$ cat src/design/abr_pkg.sv
// Package for the accelerating brightness ramp: widths, codes and the step table.
// It has no dependencies. Every other design file depends on it.
package abr_pkg;

  localparam int LEVEL_BITS = 16;
  localparam int LEVEL_W    = 16;
  localparam int PCT_IN_W   = 9;
  localparam int OFFSET_W   = 8;
  localparam int MAX_W      = 16;
  localparam int PCT_W      = 7;
  localparam int PSUM_W     = 10;
  localparam int PROD_W     = MAX_W + PCT_W;
  localparam int STEP_W     = 16;
  localparam int ALU_W      = ((LEVEL_BITS > STEP_W) ? LEVEL_BITS : STEP_W) + 2;
  localparam int STEP_LEN   = 60;
  localparam int N_W        = $clog2(STEP_LEN);
  localparam int STEP_LIMIT = STEP_LEN - 1;
  localparam int PCT_FULL   = 100;
  localparam int DIVISOR    = 100;
  localparam int MAX_RESET  = 255;

  localparam int RECIP_SHIFT = 30;
  localparam int RECIP_W     = 24;
  localparam logic [RECIP_W-1:0] RECIP =
    RECIP_W'((2 ** RECIP_SHIFT + DIVISOR - 1) / DIVISOR);

  localparam int DATA_W = 32;
  localparam int ADDR_W = 3;

  typedef enum logic {
    REG_PERCENT_OFFSET = 1'b0,
    REG_FULL_SCALE     = 1'b1
  } abr_reg_e;

  typedef struct packed {
    logic [OFFSET_W-1:0] percent_offset;
    logic [MAX_W-1:0]    full_scale;
  } abr_cfg_t;

  localparam logic [STEP_W-1:0] STEP_TABLE [STEP_LEN] = '{
    16'd1,     16'd1,     16'd1,     16'd2,     16'd2,
    16'd2,     16'd3,     16'd4,     16'd4,     16'd5,
    16'd6,     16'd7,     16'd9,     16'd11,    16'd13,
    16'd15,    16'd18,    16'd22,    16'd27,    16'd32,
    16'd38,    16'd46,    16'd55,    16'd66,    16'd79,
    16'd95,    16'd114,   16'd137,   16'd165,   16'd198,
    16'd237,   16'd285,   16'd342,   16'd410,   16'd492,
    16'd591,   16'd709,   16'd851,   16'd1021,  16'd1225,
    16'd1470,  16'd1764,  16'd2116,  16'd2540,  16'd3048,
    16'd3657,  16'd4389,  16'd5266,  16'd6320,  16'd7584,
    16'd9100,  16'd10921, 16'd13105, 16'd15726, 16'd18871,
    16'd22645, 16'd27174, 16'd32609, 16'd39130, 16'd46956
  };

endpackage

$ cat src/design/abr_if.sv
// Valid/ready channel interfaces for requests and ramp steps.
// Depends on abr_pkg for the field widths.
interface abr_in_if;
  logic                            valid;
  logic                            ready;
  logic [abr_pkg::PCT_IN_W-1:0]    target_percent;

  modport source (output valid, output target_percent, input ready);
  modport sink (input valid, input target_percent, output ready);
endinterface

interface abr_out_if;
  logic                         valid;
  logic                         ready;
  logic [abr_pkg::LEVEL_W-1:0]  level;
  logic                         last_step;

  modport source (output valid, output level, output last_step, input ready);
  modport sink (input valid, input level, input last_step, output ready);
endinterface

$ cat src/design/abr_regs.sv
// APB-style configuration registers of the brightness ramp.
// Depends on abr_pkg for the register codes and the configuration struct.
module abr_regs (
  input  logic                        clk_i,
  input  logic                        rst_ni,
  input  logic                        psel,
  input  logic                        penable,
  input  logic                        pwrite,
  input  logic [abr_pkg::ADDR_W-1:0]  paddr,
  input  logic [abr_pkg::DATA_W-1:0]  pwdata,
  output logic [abr_pkg::DATA_W-1:0]  prdata,
  output logic                        pready,
  output abr_pkg::abr_cfg_t           cfg_o
);
  import abr_pkg::*;

  abr_cfg_t cfg_q;
  abr_reg_e reg_sel;
  logic     wr_en;

  assign reg_sel = abr_reg_e'(paddr[2]);
  assign wr_en   = psel && penable && pwrite;
  assign pready  = 1'b1;
  assign cfg_o   = cfg_q;

  always_ff @(posedge clk_i or negedge rst_ni) begin
    if (!rst_ni) begin
      cfg_q.percent_offset <= '0;
      cfg_q.full_scale     <= MAX_W'(MAX_RESET);
    end else if (wr_en) begin
      unique case (reg_sel)
        REG_PERCENT_OFFSET: cfg_q.percent_offset <= pwdata[OFFSET_W-1:0];
        REG_FULL_SCALE:     cfg_q.full_scale     <= pwdata[MAX_W-1:0];
        default: ;
      endcase
    end
  end

  always_comb begin
    unique case (reg_sel)
      REG_PERCENT_OFFSET: prdata = DATA_W'(cfg_q.percent_offset);
      REG_FULL_SCALE:     prdata = DATA_W'(cfg_q.full_scale);
      default:            prdata = '0;
    endcase
  end

endmodule

$ cat src/design/accelerating_brightness_ramp_core.sv
// Top level of the accelerating brightness ramp: sequencer around one shared adder.
// Depends on abr_pkg, the channel interfaces in abr_if and the registers in abr_regs.
//
// A request beat on in_i carries a signed percent. The offset register is added,
// the sum is clamped to 0..100 and scaled by full_scale / 100. The block then
// walks from its current level toward that target with growing steps and sends
// each step as a beat on out_o, and finally the target itself with last_step set.
// The target becomes the current level for the next request.
// After the accept cycle a request passes a multiply state, a state that divides
// by 100 through a reciprocal multiply and a setup state, then sends one output
// beat per cycle while the receiver does not stall, at most 60 beats. in_i.ready is
// high only between requests and rises when the final beat is loaded.
// One output register holds the beat in flight; while the receiver stalls, the ramp
// waits. Reset sets the current level and the offset to zero and full_scale to 255.
// The user writes registers through the APB port while idle; the block never checks.
module accelerating_brightness_ramp_core (
  input  logic                        clk_i,
  input  logic                        rst_ni,
  abr_in_if.sink                      in_i,
  abr_out_if.source                   out_o,
  input  logic                        psel,
  input  logic                        penable,
  input  logic                        pwrite,
  input  logic [abr_pkg::ADDR_W-1:0]  paddr,
  input  logic [abr_pkg::DATA_W-1:0]  pwdata,
  output logic [abr_pkg::DATA_W-1:0]  prdata,
  output logic                        pready
);
  import abr_pkg::*;

  typedef enum logic [2:0] {
    ST_IDLE,
    ST_MUL,
    ST_DIV,
    ST_SETUP,
    ST_STEP
  } state_e;

  abr_cfg_t cfg;

  state_e                state_q;
  logic [PCT_W-1:0]      pct_q;
  logic [PROD_W-1:0]     dq_q;
  logic [LEVEL_BITS-1:0] cur_q;
  logic [LEVEL_BITS-1:0] target_q;
  logic                  up_q;
  logic [N_W-1:0]        n_q;
  logic                  out_valid_q;
  logic [LEVEL_W-1:0]    level_q;
  logic                  last_q;

  logic signed [PSUM_W-1:0]    pct_sum;
  logic [PCT_W-1:0]            pct_clamp;
  logic [PROD_W+RECIP_W-1:0]   recip_prod;
  logic [ALU_W-1:0]            alu_a;
  logic [ALU_W-1:0]            alu_b;
  logic                        alu_sub;
  logic [ALU_W-1:0]            alu_y;
  logic [ALU_W-1:0]            target_ext;
  logic                        overshoot;
  logic                        slot_free;

  abr_regs u_regs (
    .clk_i   (clk_i),
    .rst_ni  (rst_ni),
    .psel    (psel),
    .penable (penable),
    .pwrite  (pwrite),
    .paddr   (paddr),
    .pwdata  (pwdata),
    .prdata  (prdata),
    .pready  (pready),
    .cfg_o   (cfg)
  );

  always_comb begin
    pct_sum = PSUM_W'($signed(in_i.target_percent)) + PSUM_W'($signed(cfg.percent_offset));
    if (pct_sum < 0) begin
      pct_clamp = '0;
    end else if (pct_sum > PSUM_W'(PCT_FULL)) begin
      pct_clamp = PCT_W'(PCT_FULL);
    end else begin
      pct_clamp = pct_sum[PCT_W-1:0];
    end
  end

  assign recip_prod = (PROD_W+RECIP_W)'(dq_q) * (PROD_W+RECIP_W)'(RECIP);

  always_comb begin
    target_ext = ALU_W'(target_q);
    alu_a      = ALU_W'(cur_q);
    alu_b      = ALU_W'(STEP_TABLE[n_q]);
    alu_sub    = !up_q;
    alu_y      = alu_sub ? (alu_a - alu_b) : (alu_a + alu_b);
    if (up_q) begin
      overshoot = $signed(alu_y) > $signed(target_ext);
    end else begin
      overshoot = $signed(alu_y) < $signed(target_ext);
    end
  end

  assign slot_free = !out_valid_q || out_o.ready;

  assign in_i.ready      = (state_q == ST_IDLE);
  assign out_o.valid     = out_valid_q;
  assign out_o.level     = level_q;
  assign out_o.last_step = last_q;

  always_ff @(posedge clk_i or negedge rst_ni) begin
    if (!rst_ni) begin
      state_q     <= ST_IDLE;
      pct_q       <= '0;
      dq_q        <= '0;
      cur_q       <= '0;
      target_q    <= '0;
      up_q        <= 1'b0;
      n_q         <= '0;
      out_valid_q <= 1'b0;
      level_q     <= '0;
      last_q      <= 1'b0;
    end else begin
      if (out_valid_q && out_o.ready && (state_q != ST_STEP)) begin
        out_valid_q <= 1'b0;
      end
      unique case (state_q)
        ST_IDLE: begin
          if (in_i.valid) begin
            pct_q   <= pct_clamp;
            state_q <= ST_MUL;
          end
        end
        ST_MUL: begin
          dq_q    <= PROD_W'(cfg.full_scale) * PROD_W'(pct_q);
          state_q <= ST_DIV;
        end
        ST_DIV: begin
          dq_q    <= PROD_W'(recip_prod >> RECIP_SHIFT);
          state_q <= ST_SETUP;
        end
        ST_SETUP: begin
          target_q <= dq_q[LEVEL_BITS-1:0];
          up_q     <= dq_q[LEVEL_BITS-1:0] >= cur_q;
          n_q      <= '0;
          state_q  <= ST_STEP;
        end
        ST_STEP: begin
          if (slot_free) begin
            out_valid_q <= 1'b1;
            if ((n_q == N_W'(STEP_LIMIT)) || overshoot) begin
              level_q <= LEVEL_W'(target_q);
              last_q  <= 1'b1;
              cur_q   <= target_q;
              state_q <= ST_IDLE;
            end else begin
              level_q <= LEVEL_W'(alu_y[LEVEL_BITS-1:0]);
              last_q  <= 1'b0;
              cur_q   <= alu_y[LEVEL_BITS-1:0];
              n_q     <= n_q + N_W'(1);
            end
          end
        end
        default: state_q <= ST_IDLE;
      endcase
    end
  end

endmodule

$ cat src/flat_wrapper.sv
// flat-port wrapper written by rule: the top's interface ports become plain ports
module accelerating_brightness_ramp_core_flat import abr_pkg::*;
  (clk_i, rst_ni, psel, penable, pwrite, paddr, pwdata, prdata, pready, in_i_valid, in_i_target_percent, in_i_ready, out_o_valid, out_o_level, out_o_last_step, out_o_ready);
  abr_in_if in_i_i ();
  abr_out_if out_o_i ();
  input  logic clk_i;
  input  logic rst_ni;
  input  logic psel;
  input  logic penable;
  input  logic pwrite;
  input  logic [abr_pkg::ADDR_W-1:0] paddr;
  input  logic [abr_pkg::DATA_W-1:0] pwdata;
  output logic [abr_pkg::DATA_W-1:0] prdata;
  output logic pready;
  input wire logic [$bits(in_i_i.valid)-1:0] in_i_valid;
  input wire logic [$bits(in_i_i.target_percent)-1:0] in_i_target_percent;
  output wire logic [$bits(in_i_i.ready)-1:0] in_i_ready;
  output wire logic [$bits(out_o_i.valid)-1:0] out_o_valid;
  output wire logic [$bits(out_o_i.level)-1:0] out_o_level;
  output wire logic [$bits(out_o_i.last_step)-1:0] out_o_last_step;
  input wire logic [$bits(out_o_i.ready)-1:0] out_o_ready;
  assign in_i_i.valid = in_i_valid;
  assign in_i_i.target_percent = in_i_target_percent;
  assign in_i_ready = in_i_i.ready;
  assign out_o_valid = out_o_i.valid;
  assign out_o_level = out_o_i.level;
  assign out_o_last_step = out_o_i.last_step;
  assign out_o_i.ready = out_o_ready;
  accelerating_brightness_ramp_core u_core (.clk_i(clk_i), .rst_ni(rst_ni), .in_i(in_i_i), .out_o(out_o_i), .psel(psel), .penable(penable), .pwrite(pwrite), .paddr(paddr), .pwdata(pwdata), .prdata(prdata), .pready(pready));
endmodule
$ cat config.mk
export PLATFORM = sky130hd
export DESIGN_NAME = accelerating_brightness_ramp_core_flat
export DESIGN_NICKNAME = d
export VERILOG_FILES = /design/src/design/abr_pkg.sv /design/src/design/abr_if.sv /design/src/design/abr_regs.sv /design/src/design/accelerating_brightness_ramp_core.sv /design/src/flat_wrapper.sv
export SDC_FILE = /design/constraint.sdc
export NUM_CORES = 1
export LEC_CHECK = 0
export BUFFER_PORTS_ARGS = -buffer_cell sky130_fd_sc_hd__buf_2
export CAP_MARGIN = 20
export CELL_PAD_IN_SITES_DETAIL_PLACEMENT = 1
export CELL_PAD_IN_SITES_GLOBAL_PLACEMENT = 2
export CORE_ASPECT_RATIO = 0.8
export CORE_MARGIN = 2
export CORE_UTILIZATION = 37
export DETAILED_ROUTE_END_ITERATION = 10
export PLACE_DENSITY_LB_ADDON = 0.1
export SYNTH_ARGS = -nofsm -noshare
export SYNTH_HDL_FRONTEND = slang
export SYNTH_SLANG_ARGS = --single-unit
$ cat constraint.sdc
create_clock -name clk_i -period 6.7 [get_ports clk_i]
set_input_delay 1.34 -clock clk_i [delete_from_list [all_inputs] [get_ports clk_i]]
set_output_delay 1.34 -clock clk_i [all_outputs]
set_load 0.1 [all_outputs]
# Word level (Yosys, flattened, before mapping)

Memory sizes are Yosys's and may differ from the RTL's.
Cells that the tools add are included.

Bits in read-only memories: 1024
Flip-flop bits (word level): 98
Word-level logic and storage cells: 72
Memories kept: 1

Eq/ne operators: 10
Muxes and demuxes: 20
Bitwise gates (word level): 2
Magnitude comparators: 6
$add $sub $neg: 4
Multipliers: 2
Reductions and logical operators: 16

Memory list:

| name             | depth | bits a word | read ports | clocked after memory_dff | write ports | line                                    | source |
|---|---|---|---|---|---|---|---|
| (name not given) | 64    | 16          | 1          | 0                        | 0           | accelerating_brightness_ramp_core.sv:92 | `alu_b = ALU_W'(STEP_TABLE[n_q]);` |

Operators by type and width:

| operator                                                                         | count |
|---|---|
| 32-bit case mux with 2 select lines                                              | 1 |
| 16-bit 2-to-1 mux                                                                | 3 |
| 23-bit by 24-bit multiplier with 47-bit output, second input constant            | 1 |
| 23-bit case mux with 2 select lines                                              | 1 |
| 16-bit by 7-bit multiplier with 23-bit output                                    | 1 |
| 18-bit by 17-bit greater-than comparator with 1-bit output                       | 1 |
| 18-bit by 17-bit < comparator with 1-bit output                                  | 1 |
| 18-bit 2-to-1 mux                                                                | 1 |
| 16-bit by 16-bit adder with 17-bit output                                        | 1 |
| 16-bit by 16-bit subtractor with 17-bit output                                   | 1 |
| 16-bit greater-or-equal comparator                                               | 1 |
| 3-bit case mux with 5 select lines                                               | 1 |
| 7-bit 2-to-1 mux                                                                 | 2 |
| 6-bit 2-to-1 mux                                                                 | 2 |
| 6-bit case mux with 2 select lines                                               | 1 |
| 9-bit by 8-bit adder with 10-bit output                                          | 1 |
| 10-bit by 8-bit greater-than comparator with 1-bit output, second input constant | 1 |
| 10-bit by 1-bit < comparator with 1-bit output, second input constant            | 1 |
| 3-bit 2-to-1 mux                                                                 | 3 |
| 2-bit AND reduction                                                              | 4 |
| 7-bit greater-or-equal comparator, second input constant                         | 1 |
| 6-bit inverter with 7-bit output                                                 | 1 |
| 6-bit by 1-bit adder with 6-bit output, second input constant                    | 1 |
| 3-bit by 2-bit == test with 1-bit output, second input constant                  | 2 |
| 14 further kinds                                                                 | 26 |

# Longest topological paths before layout

Word-level depth: 12
Depth in mapped cells: 30
Mapped depth without buffers: 28

# By module

From an unflattened synthesis, not the netlist that was laid out.

Cell total of the unflattened synthesis: 2247
Area total of the unflattened synthesis: 20611.0 µm²

By module, submodules not included:

| module                            | sequential area each (µm²) | times used | cells an instance | area an instance (µm²) |
|---|---|---|---|---|
| accelerating_brightness_ramp_core | 1851.8                     | 1          | 2159              | 19348.6 |
| abr_regs                          | 610.6                      | 1          | 88                | 1262.5 |

# Worst setup path before layout

No wires, ideal clock.

Path kind: reg2reg
Start point: register u_core.dq_q[6]
End point: register u_core.dq_q[11]
Required time: 6564 ps
Path slack: 360 ps
Stages on the path, launching flop included: 23
Setup time: 136 ps
Arrival: 6204 ps
Cells stage by stage: dfrtp_1 > fa_1 > fa_1 > inv_1 > fa_1 > inv_1 > fa_1 > fa_1 > fa_1 > inv_1 > fa_1 > inv_1 > ha_1 > nand4_1 > nor3_1 > o2111ai_1 > nor3_2 > a2111oi_4 > nor3_2 > a21oi_2 > o21ai_0 > xnor2_1 > a21oi_1

Longest elaborated chain between the ends: 2

Ends and longest elaborated chain:

| item                                           | line                                     | source |
|---|---|---|
| start, declared                                | accelerating_brightness_ramp_core.sv:43  | `logic [PROD_W-1:0] dq_q;` |
| start signal, assigned                         | accelerating_brightness_ramp_core.sv:133 | `dq_q <= PROD_W'(cfg.full_scale) * PROD_W'(pct_q);` |
| start signal, assigned                         | accelerating_brightness_ramp_core.sv:137 | `dq_q <= PROD_W'(recip_prod >> RECIP_SHIFT);` |
| 23-bit by 24-bit multiplier with 47-bit output | accelerating_brightness_ramp_core.sv:87  | `assign recip_prod = (PROD_W+RECIP_W)'(dq_q) * (PROD_W+RECIP_W)'(RECIP);` |
| 23-bit case mux with 2 select lines            | accelerating_brightness_ramp_core.sv:125 | `unique case (state_q)` |

No other way between the ends.
A chain may end at the register's enable or synchronous reset.

# Worst setup path after layout

Start point: register u_core.dq_q[5]
End point: register u_core.dq_q[16]

The elaborated chain is that of the path after synthesis.

==> metrics <==
kind of cell adding the most delay to the critical path=adder cells; startpoint types=register; Synth Instances=~2200; wire per inst=around 20 um; Final WS setup=0.0353 ns; Post-synth EDFFs=0; unrepaired setup endpoints after global routing=true; Rows=between 70 and 80; Initial DRT Pass Iterations=5; num ports=103; root buf cell=clkbuf_16; CP max stage delay=0.53 ns; post-route ant nets=0; final wirelength=61800 um; TritonCTS clock tree=built; most frequent cells in the layout=inv_1 (466), ha_1 (351), fa_1 (266), nand2_1 (207), buf_4 (149); Placed Area=roughly 22000 um2; post-route insts no fill=slightly above 3000; vias in the first global route=between 15000 and 20000; initial antenna violation count=0; Max Transition Viols Final=0; Post-layout nets=roughly 3100; yosys warns=0; Worst-Skew Late Latency=0.39 ns; area growth from synthesis to layout=14.0%; critical path fanouts, max=4; layout cell share with drive strength beyond 1=between 10% and 20%; Critical Path Slowest Stage Cell=fa_1; CP Data Required Time=around 7.0 ns; Clk pin slew, worst setup/hold paths=0.08 ns; Setup crit end kind=register; Die X-Extent=between 200 and 300 um; Buf+Inv Stages, Crit Path=5; Crit path top cell by count=fa_1; number of max-cap violations=0; gr usage total=~22%; Yosys reg bits=98; asr flop ratio synth=100%; DR WL met2=roughly 28000 um; chip height=~210 um; HPWL Detailed=about 53000 um; Residual DRC=0; highest routed metal layer=met4; largest net degree at the start of global routing=53; simple-gate share of the synthesized area=under 10%; Die ar.=roughly 57000 um2; vias per cell=a little over 5; Worst Setup Path Type=register to register; part of the Yosys area used for sequential elements=roughly an eighth; first-pass GRT wire length=slightly below 100000 um; DR iter-0 viols=between 700 and 800; worst-path cell chain=fa_2 -> fa_1 -> inv_1 -> fa_1 -> inv_1 -> fa_1 -> fa_1 -> fa_1 -> inv_1 -> fa_1 -> inv_1 -> ha_4 -> nand4_1 -> nor3_2 -> o2111ai_2 -> nor3_4 -> a2111oi_4 -> buf_6 -> o31ai_4 -> a31o_2 -> a21oi_2 -> xnor2_1 -> a21oi_1; antenna diode instance count=0; WL met1=31400 um; Synth Cell Area=~20000 um2; largest family of logic cells by synthesized area=adder cells; IO buf count=between 60 and 70; syn avg cell area=between 9 and 10 um2; Placed Cells=3058; Vias=15900; DP Worst Slack=-0.385 ns; Final Critical Period=6.66 ns; clock buffer depth=2; total CTS buffers=9; worst-margin pin slew=about 1 ns; Post-Synth XOR/XNOR Area=under 10%; clk sinks=98; critical path arrival=between 6 and 7 ns; CTS H-tree lvls=3; post-synthesis mux area share=under 10%; Fillers=between 6000 and 7000; met3 wire len=1520 um; Max Freq=150 MHz; slew margin rel.=32.8%; Final GP Congestion=approximately 0.88; status=completed; CORE AREA=between 50000 and 60000 um2; Max Clock Skew=0.0112 ns; adder-cell share of the synthesized area=between 40% and 50%; Final period util=a little under 100%; Synth Area in Compound Gates=12.5%; Finished Cell Area=~23000 um2; Synth cell types=between 80 and 90; commonest non-fill, non-tap cell in the layout=inv_1; Initial Utilization=a little under two fifths; final hold viol count=0; final count of negative-setup-slack endpoints=0; worst hold path class=register to register; Synth Flop Type=dfrtp_1; CTS hold repair buffers=0; Overflow after GRT=0
[layout make-up]
cell class | instances | area (um2) | share of cell area [%]
Multi-Input combinational cell | 1591 | 16200 | 69.8
Sequential cell | 98 | 2470 | 10.6
Inverter | 468 | 1760 | 7.57
Timing Repair Buffer | 226 | 1620 | 6.98
Tap cell | 702 | 878 | 3.78
Clock buffer | 10 | 229 | 0.985
Clock inverter | 6 | 57.6 | 0.248
[kinds of logic (layout without fill, tap and decap cells)]
group / Yosys count / count (layout)
buffers and inverters: 556 / 710
other: 2 / 17
XOR/XNOR: 55 / 55
AO/OA/AOI/OAI: 385 / 385
AND/OR/NAND/NOR: 435 / 435
flip-flops: 98 / 98
multiplexers: 60 / 60
adder cells (fa/ha/maj): 639 / 639
[timing repair]
action                     CTS  global route
resized for setup           22            90
setup buffers                4            22
setup endpoints to repair   15            39
gates cloned                 0             2
pin swaps                   18            48
[per-layer routing]
layer  global-route usage, %  vias to the layer above
met1                    33.0                     8147
met3                    2.14                       35
met5                       0                        -
met2                    35.0                      159
met4                    3.37                        0
li1                        -                     7520
[worst reg2reg max path, stage by stage, from the launching register on]
cell and delay, ns:
dfrtp_1 0.42, fa_2 0.52, fa_1 0.52, inv_1 0.06, fa_1 0.53, inv_1 0.05
fa_1 0.49, fa_1 0.43, fa_1 0.50, inv_1 0.06, fa_1 0.52, inv_1 0.07
ha_4 0.28, nand4_1 0.16, nor3_2 0.27, o2111ai_2 0.23, nor3_4 0.24, a2111oi_4 0.10
buf_6 0.15, o31ai_4 0.40, a31o_2 0.28, a21oi_2 0.07, xnor2_1 0.12, a21oi_1 0.14
[synthesized netlist by cell type, types with 10 or more instances]
| cell type | n | area [um2] |
|---|---|---|
| ha_1 | 370 | 4630 |
| nand2_1 | 209 | 785 |
| xor2_1 | 19 | 166 |
| fa_1 | 269 | 5390 |
| nand4_1 | 11 | 68.8 |
| o21bai_1 | 17 | 128 |
| nand3_1 | 21 | 105 |
| a21oi_1 | 87 | 435 |
| mux2i_1 | 26 | 260 |
| mux2_2 | 33 | 372 |
| nor3_1 | 20 | 100 |
| and2_1 | 39 | 244 |
| nor2b_1 | 18 | 113 |
| a211oi_1 | 23 | 173 |
| clkbuf_1 | 61 | 229 |
| o21ai_0 | 102 | 510 |
| xnor2_1 | 36 | 315 |
| o21ai_1 | 11 | 55.1 |
| inv_1 | 468 | 1760 |
| o21a_1 | 10 | 75.1 |
| nand2b_1 | 18 | 113 |
| buf_4 | 19 | 143 |
| a21o_1 | 40 | 300 |
| a31oi_1 | 10 | 62.6 |
| dfrtp_1 | 90 | 2250 |
| nor2_1 | 63 | 236 |
[per-stage QoR]
stage | TNS [ns] | hold WS (ns) | utilization, %
after detailed placement | -4.00 | 0.527 | 41.1
after CTS | -0.0898 | 0.540 | 41.8
after global placement | -2.05 | 0.504 | 41.1
after floorplan | 0 | 0.478 | -
after global routing | -2.38 | 0.551 | 43.0
final | 0 | 0.534 | 43.0
[path summary, 6_finish.rpt]
kind	cells after the start	slack (ns)	startpoint	end
max	23	0.04	u_core.dq_q[5]	u_core.dq_q[16]
min	2	0.53	u_core.out_o.last_step	u_core.out_o.last_step
max reg2reg	23	0.04	u_core.dq_q[5]	u_core.dq_q[16]
min reg2reg	2	0.53	u_core.out_o.last_step	u_core.out_o.last_step
max in group asynchronous	2	4.49	rst_ni	u_core.target_q[10]
min in group asynchronous	1	1.00	rst_ni	u_core.target_q[3]
[registers in the layout, indices dropped and copies added (netlist names)]
| signal | flops |
|---|---|
| u_core.target_q | 16 |
| u_core.n_q | 6 |
| u_core.cur_q | 16 |
| u_core.pct_q | 7 |
| u_core.state_q | 3 |
| u_core.dq_q | 23 |
| u_core.out_o.valid | 1 |
| u_core.out_o.last_step | 1 |
| u_core.u_regs.cfg_o | 24 |
| u_core.up_q | 1 |
Power is left out: the tool's default activity adds up to more than one toggle a clock period on the data nets, which glitch-free logic cannot reach.
